## src/hdl/u2a_pkg.sv

```systemverilog
// Shared types, character codes and folding functions for the UTF-8 to ASCII folder.
`timescale 1ns / 1ps
`default_nettype none
package u2a_pkg;

  // Folded characters that one input beat can cause, oldest first in slot 0.
  typedef struct packed {
    logic [2:0][6:0] chars;
    logic [1:0]      cnt;
  } run_t;

  localparam logic [6:0] CH_LF     = 7'h0A;
  localparam logic [6:0] CH_SPACE  = 7'h20;
  localparam logic [6:0] CH_QMARK  = 7'h3F;
  localparam logic [6:0] CH_APOS   = 7'h27;
  localparam logic [6:0] CH_DQUOTE = 7'h22;
  localparam logic [6:0] CH_DASH   = 7'h2D;
  localparam logic [6:0] CH_DOT    = 7'h2E;
  localparam logic [6:0] CH_UA     = 7'h41;
  localparam logic [6:0] CH_UE     = 7'h45;
  localparam logic [6:0] CH_LA     = 7'h61;
  localparam logic [6:0] CH_LE     = 7'h65;
  localparam logic [6:0] CH_LS     = 7'h73;

  localparam logic [1:0] MAX_CHARS = 2'd3;

  // Base letters for code points C0..FF, first character in the top byte.
  localparam logic [8*64-1:0] LATIN1_BASE =
    "AAAAAAACEEEEIIIIDNOOOOOxOUUUUYTsaaaaaaaceeeeiiiidnooooo/ouuuuyty";

  localparam logic [20:0] CP_MAX = 21'h10FFFF;
  localparam logic [20:0] CP_SURR_LO = 21'h00D800;
  localparam logic [20:0] CP_SURR_HI = 21'h00DFFF;

  // Append one character; a full run drops it.
  function automatic run_t add_char(run_t r, logic [6:0] c);
    run_t o;
    o = r;
    if (r.cnt < MAX_CHARS) begin
      o.chars[r.cnt] = c;
      o.cnt = r.cnt + 2'd1;
    end
    return o;
  endfunction

  // Append all characters of run b to run a.
  function automatic run_t add_run(run_t a, run_t b);
    run_t o;
    o = a;
    for (int i = 0; i < 3; i++) begin
      if (2'(i) < b.cnt) o = add_char(o, b.chars[i]);
    end
    return o;
  endfunction

  function automatic logic [6:0] latin1_letter(logic [5:0] idx);
    logic [8:0] pos;
    pos = {~idx, 3'b000};
    return LATIN1_BASE[pos +: 7];
  endfunction

  // Fold one code point into zero to three ASCII characters.
  function automatic run_t fold_cp(logic [20:0] cp);
    run_t r;
    r = '0;
    if (cp == 21'h0A || cp == 21'h0D) begin
      r = add_char(r, CH_LF);
    end else if (cp == 21'h09) begin
      r = add_char(r, CH_SPACE);
    end else if (cp < 21'h20) begin
      r = '0;
    end else if (cp < 21'h7F) begin
      r = add_char(r, cp[6:0]);
    end else if (cp == 21'h00A0) begin
      r = add_char(r, CH_SPACE);
    end else if (cp == 21'h00C6) begin
      r = add_char(add_char(r, CH_UA), CH_UE);
    end else if (cp == 21'h00E6) begin
      r = add_char(add_char(r, CH_LA), CH_LE);
    end else if (cp == 21'h00DF) begin
      r = add_char(add_char(r, CH_LS), CH_LS);
    end else if (cp >= 21'h00C0 && cp <= 21'h00FF) begin
      r = add_char(r, latin1_letter(cp[5:0]));
    end else if (cp == 21'h2018 || cp == 21'h2019 || cp == 21'h201A) begin
      r = add_char(r, CH_APOS);
    end else if (cp == 21'h201C || cp == 21'h201D || cp == 21'h201E) begin
      r = add_char(r, CH_DQUOTE);
    end else if (cp == 21'h2013 || cp == 21'h2014 || cp == 21'h2212 ||
                 cp == 21'h2022 || cp == 21'h00B7) begin
      r = add_char(r, CH_DASH);
    end else if (cp == 21'h2026) begin
      r = add_char(add_char(add_char(r, CH_DOT), CH_DOT), CH_DOT);
    end else begin
      r = add_char(r, CH_QMARK);
    end
    return r;
  endfunction

endpackage
`default_nettype wire

```

## src/hdl/u2a_if.sv

```systemverilog
// Valid/ready channel interfaces for raw input bytes and folded output characters.
`timescale 1ns / 1ps
`default_nettype none
interface u2a_in_if;
  logic       valid;
  logic       ready;
  logic [7:0] in_byte;
  logic       end_of_text;
  modport source(output valid, in_byte, end_of_text, input ready);
  modport sink(input valid, in_byte, end_of_text, output ready);
endinterface

interface u2a_out_if;
  logic       valid;
  logic       ready;
  logic [6:0] ascii_char;
  logic       last_of_run;
  modport source(output valid, ascii_char, last_of_run, input ready);
  modport sink(input valid, ascii_char, last_of_run, output ready);
endinterface
`default_nettype wire

```

## src/hdl/u2a_front.sv

```systemverilog
// Front end: accepts bytes, runs the UTF-8 decode state and folds to a run of characters.
`timescale 1ns / 1ps
`default_nettype none
module u2a_front (
  input  wire logic        clk,
  input  wire logic        rst,
  u2a_in_if.sink           bytes,
  input  wire logic        queue_full,
  output logic             push,
  output u2a_pkg::run_t    run
);
  import u2a_pkg::*;

  logic [20:0] partial_code;
  logic [1:0]  bytes_remaining;
  logic [20:0] partial_code_next;
  logic [1:0]  bytes_remaining_next;
  logic [20:0] cont_code;
  logic [1:0]  cont_left;
  logic        do_lead;
  logic        accept;
  logic [7:0]  b;

  assign bytes.ready = !queue_full;
  assign accept = bytes.valid && bytes.ready;
  assign b = bytes.in_byte;
  assign cont_code = {partial_code[14:0], b[5:0]};
  assign cont_left = bytes_remaining - 2'd1;

  // Decode one byte into its run and the next sequence state.
  always_comb begin
    run = '0;
    partial_code_next = partial_code;
    bytes_remaining_next = bytes_remaining;
    do_lead = 1'b0;
    if (bytes_remaining == 2'd0) begin
      do_lead = 1'b1;
    end else if (b[7:6] == 2'b10) begin
      partial_code_next = cont_code;
      bytes_remaining_next = cont_left;
      if (cont_left == 2'd0) begin
        partial_code_next = '0;
        if (cont_code > CP_MAX || (cont_code >= CP_SURR_LO && cont_code <= CP_SURR_HI)) begin
          run = add_char(run, CH_QMARK);
        end else begin
          run = fold_cp(cont_code);
        end
      end
    end else begin
      // A broken sequence reports once, then the byte starts over as a lead.
      partial_code_next = '0;
      bytes_remaining_next = 2'd0;
      run = add_char(run, CH_QMARK);
      do_lead = 1'b1;
    end

    if (do_lead) begin
      if (!b[7]) begin
        run = add_run(run, fold_cp({13'd0, b}));
      end else if (b[7:3] == 5'b11110) begin
        partial_code_next = {18'd0, b[2:0]};
        bytes_remaining_next = 2'd3;
      end else if (b >= 8'hE0) begin
        partial_code_next = {17'd0, b[3:0]};
        bytes_remaining_next = 2'd2;
      end else if (b >= 8'hC2) begin
        partial_code_next = {16'd0, b[4:0]};
        bytes_remaining_next = 2'd1;
      end else begin
        run = add_char(run, CH_QMARK);
      end
    end

    // Text ending inside a sequence reports the truncation.
    if (bytes.end_of_text && bytes_remaining_next != 2'd0) begin
      partial_code_next = '0;
      bytes_remaining_next = 2'd0;
      run = add_char(run, CH_QMARK);
    end
  end

  assign push = accept && (run.cnt != 2'd0);

  always_ff @(posedge clk) begin
    if (rst) begin
      partial_code <= '0;
      bytes_remaining <= '0;
    end else if (accept) begin
      partial_code <= partial_code_next;
      bytes_remaining <= bytes_remaining_next;
    end
  end

endmodule
`default_nettype wire

```

## src/hdl/u2a_queue.sv

```systemverilog
// Small FIFO of character runs between the front and back ends.
`timescale 1ns / 1ps
`default_nettype none
module u2a_queue #(
  parameter int DEPTH = 4
) (
  input  wire logic          clk,
  input  wire logic          rst,
  input  wire logic          push,
  input  wire u2a_pkg::run_t push_data,
  output logic               full,
  input  wire logic          pop,
  output logic               nonempty,
  output u2a_pkg::run_t      pop_data
);
  import u2a_pkg::*;

  localparam int AW = (DEPTH > 1) ? $clog2(DEPTH) : 1;
  localparam int CW = $clog2(DEPTH + 1);

  run_t          mem [DEPTH];
  logic [AW-1:0] wr_ptr;
  logic [AW-1:0] rd_ptr;
  logic [CW-1:0] count;

  assign full = (count == CW'(DEPTH));
  assign nonempty = (count != '0);
  assign pop_data = mem[rd_ptr];

  // Storage is written at the tail only.
  always_ff @(posedge clk) begin
    if (push) mem[wr_ptr] <= push_data;
  end

  // Pointers wrap at the depth, which need not be a power of two.
  always_ff @(posedge clk) begin
    if (rst) begin
      wr_ptr <= '0;
      rd_ptr <= '0;
      count <= '0;
    end else begin
      if (push) wr_ptr <= (wr_ptr == AW'(DEPTH - 1)) ? '0 : wr_ptr + AW'(1);
      if (pop) rd_ptr <= (rd_ptr == AW'(DEPTH - 1)) ? '0 : rd_ptr + AW'(1);
      if (push && !pop) count <= count + CW'(1);
      else if (pop && !push) count <= count - CW'(1);
    end
  end

endmodule
`default_nettype wire

```

## src/hdl/u2a_back.sv

```systemverilog
// Back end: holds one run and sends its characters one beat at a time.
`timescale 1ns / 1ps
`default_nettype none
module u2a_back (
  input  wire logic          clk,
  input  wire logic          rst,
  input  wire logic          queue_nonempty,
  input  wire u2a_pkg::run_t queue_data,
  output logic               pop,
  u2a_out_if.source          chars
);
  import u2a_pkg::*;

  run_t       cur;
  logic [1:0] idx;
  logic       busy;
  logic       is_last;
  logic       out_acc;

  assign is_last = (idx == cur.cnt - 2'd1);
  assign out_acc = chars.valid && chars.ready;
  assign chars.valid = busy;
  assign chars.ascii_char = cur.chars[idx];
  assign chars.last_of_run = is_last;

  // Load the next run as soon as the current one is done or the holder is empty.
  assign pop = queue_nonempty && (!busy || (out_acc && is_last));

  always_ff @(posedge clk) begin
    if (pop) cur <= queue_data;
  end

  always_ff @(posedge clk) begin
    if (rst) begin
      busy <= 1'b0;
      idx <= '0;
    end else if (pop) begin
      busy <= 1'b1;
      idx <= '0;
    end else if (out_acc) begin
      if (is_last) begin
        busy <= 1'b0;
        idx <= '0;
      end else begin
        idx <= idx + 2'd1;
      end
    end
  end

endmodule
`default_nettype wire

```

## src/hdl/utf8_to_ascii_folder_core.sv

```systemverilog
// Top level of the UTF-8 to ASCII folder: front end, run queue and back end.
//
//   channel  dir  payload                       beat means
//   bytes    in   in_byte[7:0], end_of_text     one raw UTF-8 byte
//   chars    out  ascii_char[6:0], last_of_run  one folded ASCII character
//
// A byte is taken every cycle while the run queue has room; its decode and
// folding finish in the cycle it is taken. Each byte yields zero to three
// characters; the back end sends one character per ready cycle, so the output
// beat count bounds throughput. Bytes that yield nothing still take a beat.
// Reset is synchronous and clears the decode state, the queue and the back end.
// A stall on chars fills the queue of QUEUE_DEPTH runs before bytes stalls.
`timescale 1ns / 1ps
`default_nettype none
module utf8_to_ascii_folder_core #(
  parameter int QUEUE_DEPTH = 4
) (
  input  wire logic clk,
  input  wire logic rst,
  u2a_in_if.sink    bytes,
  u2a_out_if.source chars
);
  import u2a_pkg::*;

  logic push;
  logic full;
  logic pop;
  logic nonempty;
  run_t push_data;
  run_t pop_data;

  u2a_front u_front (
    .clk        (clk),
    .rst        (rst),
    .bytes      (bytes),
    .queue_full (full),
    .push       (push),
    .run        (push_data)
  );

  u2a_queue #(.DEPTH(QUEUE_DEPTH)) u_queue (
    .clk       (clk),
    .rst       (rst),
    .push      (push),
    .push_data (push_data),
    .full      (full),
    .pop       (pop),
    .nonempty  (nonempty),
    .pop_data  (pop_data)
  );

  u2a_back u_back (
    .clk            (clk),
    .rst            (rst),
    .queue_nonempty (nonempty),
    .queue_data     (pop_data),
    .pop            (pop),
    .chars          (chars)
  );

endmodule
`default_nettype wire

```

## src/flat_wrapper.sv

```systemverilog
// flat-port wrapper written by rule: the top's interface ports become plain ports
module utf8_to_ascii_folder_core_flat import u2a_pkg::*;
#(
  parameter int QUEUE_DEPTH = 4
)
  (clk, rst, bytes_valid, bytes_in_byte, bytes_end_of_text, bytes_ready, chars_valid, chars_ascii_char, chars_last_of_run, chars_ready);
  u2a_in_if bytes_i ();
  u2a_out_if chars_i ();
  input  wire logic clk;
  input  wire logic rst;
  input wire logic [$bits(bytes_i.valid)-1:0] bytes_valid;
  input wire logic [$bits(bytes_i.in_byte)-1:0] bytes_in_byte;
  input wire logic [$bits(bytes_i.end_of_text)-1:0] bytes_end_of_text;
  output wire logic [$bits(bytes_i.ready)-1:0] bytes_ready;
  output wire logic [$bits(chars_i.valid)-1:0] chars_valid;
  output wire logic [$bits(chars_i.ascii_char)-1:0] chars_ascii_char;
  output wire logic [$bits(chars_i.last_of_run)-1:0] chars_last_of_run;
  input wire logic [$bits(chars_i.ready)-1:0] chars_ready;
  assign bytes_i.valid = bytes_valid;
  assign bytes_i.in_byte = bytes_in_byte;
  assign bytes_i.end_of_text = bytes_end_of_text;
  assign bytes_ready = bytes_i.ready;
  assign chars_valid = chars_i.valid;
  assign chars_ascii_char = chars_i.ascii_char;
  assign chars_last_of_run = chars_i.last_of_run;
  assign chars_i.ready = chars_ready;
  utf8_to_ascii_folder_core #(.QUEUE_DEPTH(QUEUE_DEPTH)) u_core (.clk(clk), .rst(rst), .bytes(bytes_i), .chars(chars_i));
endmodule
```

## config.mk

```make
export PLATFORM = sky130hd
export DESIGN_NAME = utf8_to_ascii_folder_core_flat
export DESIGN_NICKNAME = d
export VERILOG_FILES = /design/src/hdl/u2a_pkg.sv /design/src/hdl/u2a_if.sv /design/src/hdl/u2a_front.sv /design/src/hdl/u2a_queue.sv /design/src/hdl/u2a_back.sv /design/src/hdl/utf8_to_ascii_folder_core.sv /design/src/flat_wrapper.sv
export SDC_FILE = /design/constraint.sdc
export NUM_CORES = 1
export LEC_CHECK = 0
export BUFFER_PORTS_ARGS = -buffer_cell sky130_fd_sc_hd__buf_2
export CELL_PAD_IN_SITES_DETAIL_PLACEMENT = 0
export CELL_PAD_IN_SITES_GLOBAL_PLACEMENT = 2
export CORE_MARGIN = 2
export CORE_UTILIZATION = 44
export CTS_BUF_LIST = sky130_fd_sc_hd__clkbuf_8 sky130_fd_sc_hd__clkbuf_16
export CTS_CLUSTER_SIZE = 20
export DETAILED_ROUTE_END_ITERATION = 8
export PLACE_DENSITY_LB_ADDON = 0.25
export RECOVER_POWER = 50
export SLEW_MARGIN = 15
export SYNTH_ARGS = -nofsm -noshare
export SYNTH_HDL_FRONTEND = slang
export SYNTH_SLANG_ARGS = --single-unit
```

## constraint.sdc

```tcl
create_clock -name clk -period 4.89 [get_ports clk]
set_input_delay 0.489 -clock clk [delete_from_list [all_inputs] [get_ports clk]]
set_output_delay 0.489 -clock clk [all_outputs]
set_load 0.03 [all_outputs]
```

==> metrics.cfg <==
[yosys]
netlist_top_cells_count = edfxtp_1, nor2_1, o21ai_0, nand2_1, a21oi_1
syn-instance-count = 570
synth_top_cell_area_share = 0.489
synth.distinct_cells = 84
synth-seq-area-share = 0.566
async_reset_ff_frac = 0
synth_ff_type = edfxtp_1
ys_warn_count = 0
yosysTopAreaCell = edfxtp_1
synthTopCellsByArea = edfxtp_1, dfxtp_1, mux4_2
syn_area_per_cell_um2 = 12.4
netlist_area_um2 = 7060
synth_edf_count = 115
synth_seq_cells = 142
synth_most_common_cell = edfxtp_1

[sta]
layout_worst_path_cycle_share = 0.812
fmax_mhz = 252
rsz0062_at_grt = false
setup_viol = 0
hold_viol = 0
fin_setup_tns_ns = 0
maxSlewHeadroom = -0.400
worstMarginPinSlew_ns = 2.10
fin_crit_ns = 3.97
slew_violations = 67
clock_skew_ns = 0.00651

[floorplanning]
start_util = 0.448
fp.dieArea_um2 = 17100
num_rows = 46
die_width_um = 131
boundaryPins = 23
die_h_um = 131
coreArea_um2 = 15800

[power]
ir_worst_vdd_mv = 0.252
p_per_area_nw_per_um2 = 485
power_leakage_nw = 2.58

[setup_path]
critPathMaxStageDelay_ns = 0.51
cp_slowest_cell = a31oi_1
cp_max_fo = 13
reg2regPathDepth = 14
worst-path-stages = 14
worstSetupPathType = reg2reg
critPathLaunchType = register
path_buf_inv = 2
critPathCaptureType = register
cp.required_ns = 5.23
cp_top_family = adder cells
arrival_ns = 4.31
cp_cell_sequence = inv_1, ha_1, nor2b_1, nand4b_1, a31oi_1, and4_1, a21oi_4, a31oi_1, ha_1, inv_1, fa_1, xor2_1, or3_1, a21oi_1

[routing]
vias_per_cell = 5.67
via_count = 4595
final_antenna_net_count = 0
wl_per_cell_um = 18.7
drt_iter0_drc = 300
drtPass1Iterations = 5
drt_wl_total_um = 15200
drcViolationCount = 0

[finish]
regArea_um2 = 3990
diodes = 0
multiInputGateArea_um2 = 2790
finalNonFillerCells = 811
num-fill-cells = 1400
fin_nets = 604
final_util = 0.494
area_delta_synth_final_pct = 10.4
drive_gt1_frac = 0.161

[global_routing]
grt_usage = 0.190
antenna_found_initial = 0
grt_pass1_vias = 4535
grt_max_degree = 31
grt_pass1_wl_um = 24500
grt.overflow.total = 0

[clock_network]
worstSkewPairLatency_ns = 0.41
ctsLongestPathBuffers = 2
cts_hold_buffers = 0
path_clk_slew_ns = 0.06
ctsRootBufferMaster = clkbuf_16
ctsResizeCount = 0
cts_buffers = 17
postCtsSetupBuffers = 0
cts_max_level = 4
tritoncts = yes
cts_sinks = 142

[placed_design]
dp_hpwl_um = 10500
portBuffers = 22
place_inst = 779
place.gp.congestion = 0.881

[flow_run]
drv_cap = 3

[worst_hold_path]
hold_depth = 4
hp-class = in2reg

[status]
violations = max-capacitance violations, max-slew violations
status = finished, violations left

==> metal layers <==
| metal | global-route usage | vias to the layer above | routed length (um) |
|---|---|---|---|
| li1 | - | 2221 | - |
| met1 | 0.242 | 2266 | 6720 |
| met2 | 0.331 | 91 | 7810 |
| met3 | 0.0362 | 17 | 442 |
| met4 | 0.0544 | 0 | 216 |
| met5 | 0 | - | 0 |
==> cells by family after synthesis <==
group                      count (synthesis)  share of synthesized area
AOI/OAI and AO/OA                        133                      0.126
xor gates and xnor gates                   4                    0.00496
adders and majority gates                  9                     0.0170
buffers and inverters                     47                     0.0337
DFF                                      142                      0.566
muxes                                     35                     0.0911
other                                      1                   0.000531
and+or+nand+nor                          199                      0.161
==> power breakdown <==
group | switching, W | internal (W) | leakage [nW]
clock | 0.000504 | 0.000758 | 0.279
sequential | 0.0000750 | 0.00157 | 1.32
combinational | 0.000540 | 0.000340 | 0.977
==> cell type report <==
cell class / count / share of cell area
Tap cell: 216 / 0.0347
Clock inverter: 15 / 0.0207
Sequential cell: 142 / 0.512
Clock buffer: 17 / 0.0546
Inverter: 12 / 0.00578
Multi-Input combinational cell: 384 / 0.358
Timing Repair Buffer: 25 / 0.0144
==> final timing paths <==
path                                            end  slack, ns                               from
hold reg to reg   u_core.u_front.bytes_remaining[0]       0.48  u_core.u_front.bytes_remaining[0]
setup / recovery            u_core.u_queue.count[2]       0.92  u_core.u_front.bytes_remaining[0]
setup reg to reg            u_core.u_queue.count[2]       0.92  u_core.u_front.bytes_remaining[0]
hold / removal            u_core.u_back.chars.valid       0.42                        chars_ready
==> flip-flops by register name, summed over array words and instances (netlist names) <==
signal                          flops
u_core.u_queue.mem                 92
u_core.u_back.cur                  23
u_core.u_front.partial_code        15
u_core.u_queue.wr_ptr               2
u_core.u_queue.rd_ptr               2
u_core.u_back.chars.valid           1
u_core.u_queue.count                3
u_core.u_front.bytes_remaining      2
u_core.u_back.idx                   2
==> tightest hold or removal path: stages <==
cell     delay, ns
buf_2         0.09
nand2_1       0.08
nand2_1       0.07
a21oi_1       0.05
==> through the flow <==
stage	cell area [um^2]	hold slack [ns]	power, W	setup slack (ns)
3_5_place_dp	7280	0.475	0.00258	1.06
4_1_cts	7870	0.397	0.00384	1.27
2_1_floorplan	7070	0.446	0.00234	0.742
6_report	7800	0.416	0.00378	0.918
3_3_place_gp	7280	0.470	0.00256	1.11
5_1_grt	7800	0.441	0.00396	0.544
==> placed cells by master, fill, tap and decap left out, types with 3 or more instances in the layout <==
| cell type | netlist | routed |
|---|---|---|
| a22oi_1 | 16 | 16 |
| nand4b_1 | 5 | 5 |
| a211oi_1 | 4 | 4 |
| nand3b_1 | 3 | 3 |
| nor3_1 | 12 | 13 |
| or3_1 | 6 | 6 |
| o31ai_1 | 3 | 4 |
| o211ai_1 | 4 | 4 |
| nor2b_1 | 8 | 8 |
| inv_1 | 12 | 12 |
| mux4_2 | 23 | 23 |
| nor3b_1 | 5 | 5 |
| dfxtp_1 | 27 | 27 |
| conb_1 | 1 | 4 |
| and3_1 | 5 | 5 |
| nand3_1 | 16 | 16 |
| nand2b_1 | 13 | 13 |
| inv_6 | 0 | 3 |
| nand4_1 | 4 | 4 |
| nand2_1 | 39 | 39 |
| a31oi_1 | 6 | 7 |
| o21ai_0 | 41 | 41 |
| nor2_1 | 46 | 46 |
| clkbuf_1 | 16 | 12 |
| or2_1 | 3 | 3 |
| buf_2 | 8 | 12 |
| nor4_1 | 4 | 4 |
| o221ai_1 | 3 | 3 |
| mux2i_1 | 11 | 11 |
| clkinvlp_4 | 0 | 3 |
| and2_2 | 6 | 6 |
| edfxtp_1 | 115 | 115 |
| clkbuf_16 | 0 | 17 |
| a21oi_1 | 29 | 28 |
| ha_1 | 8 | 8 |
(Power assumes the default switching activity.)
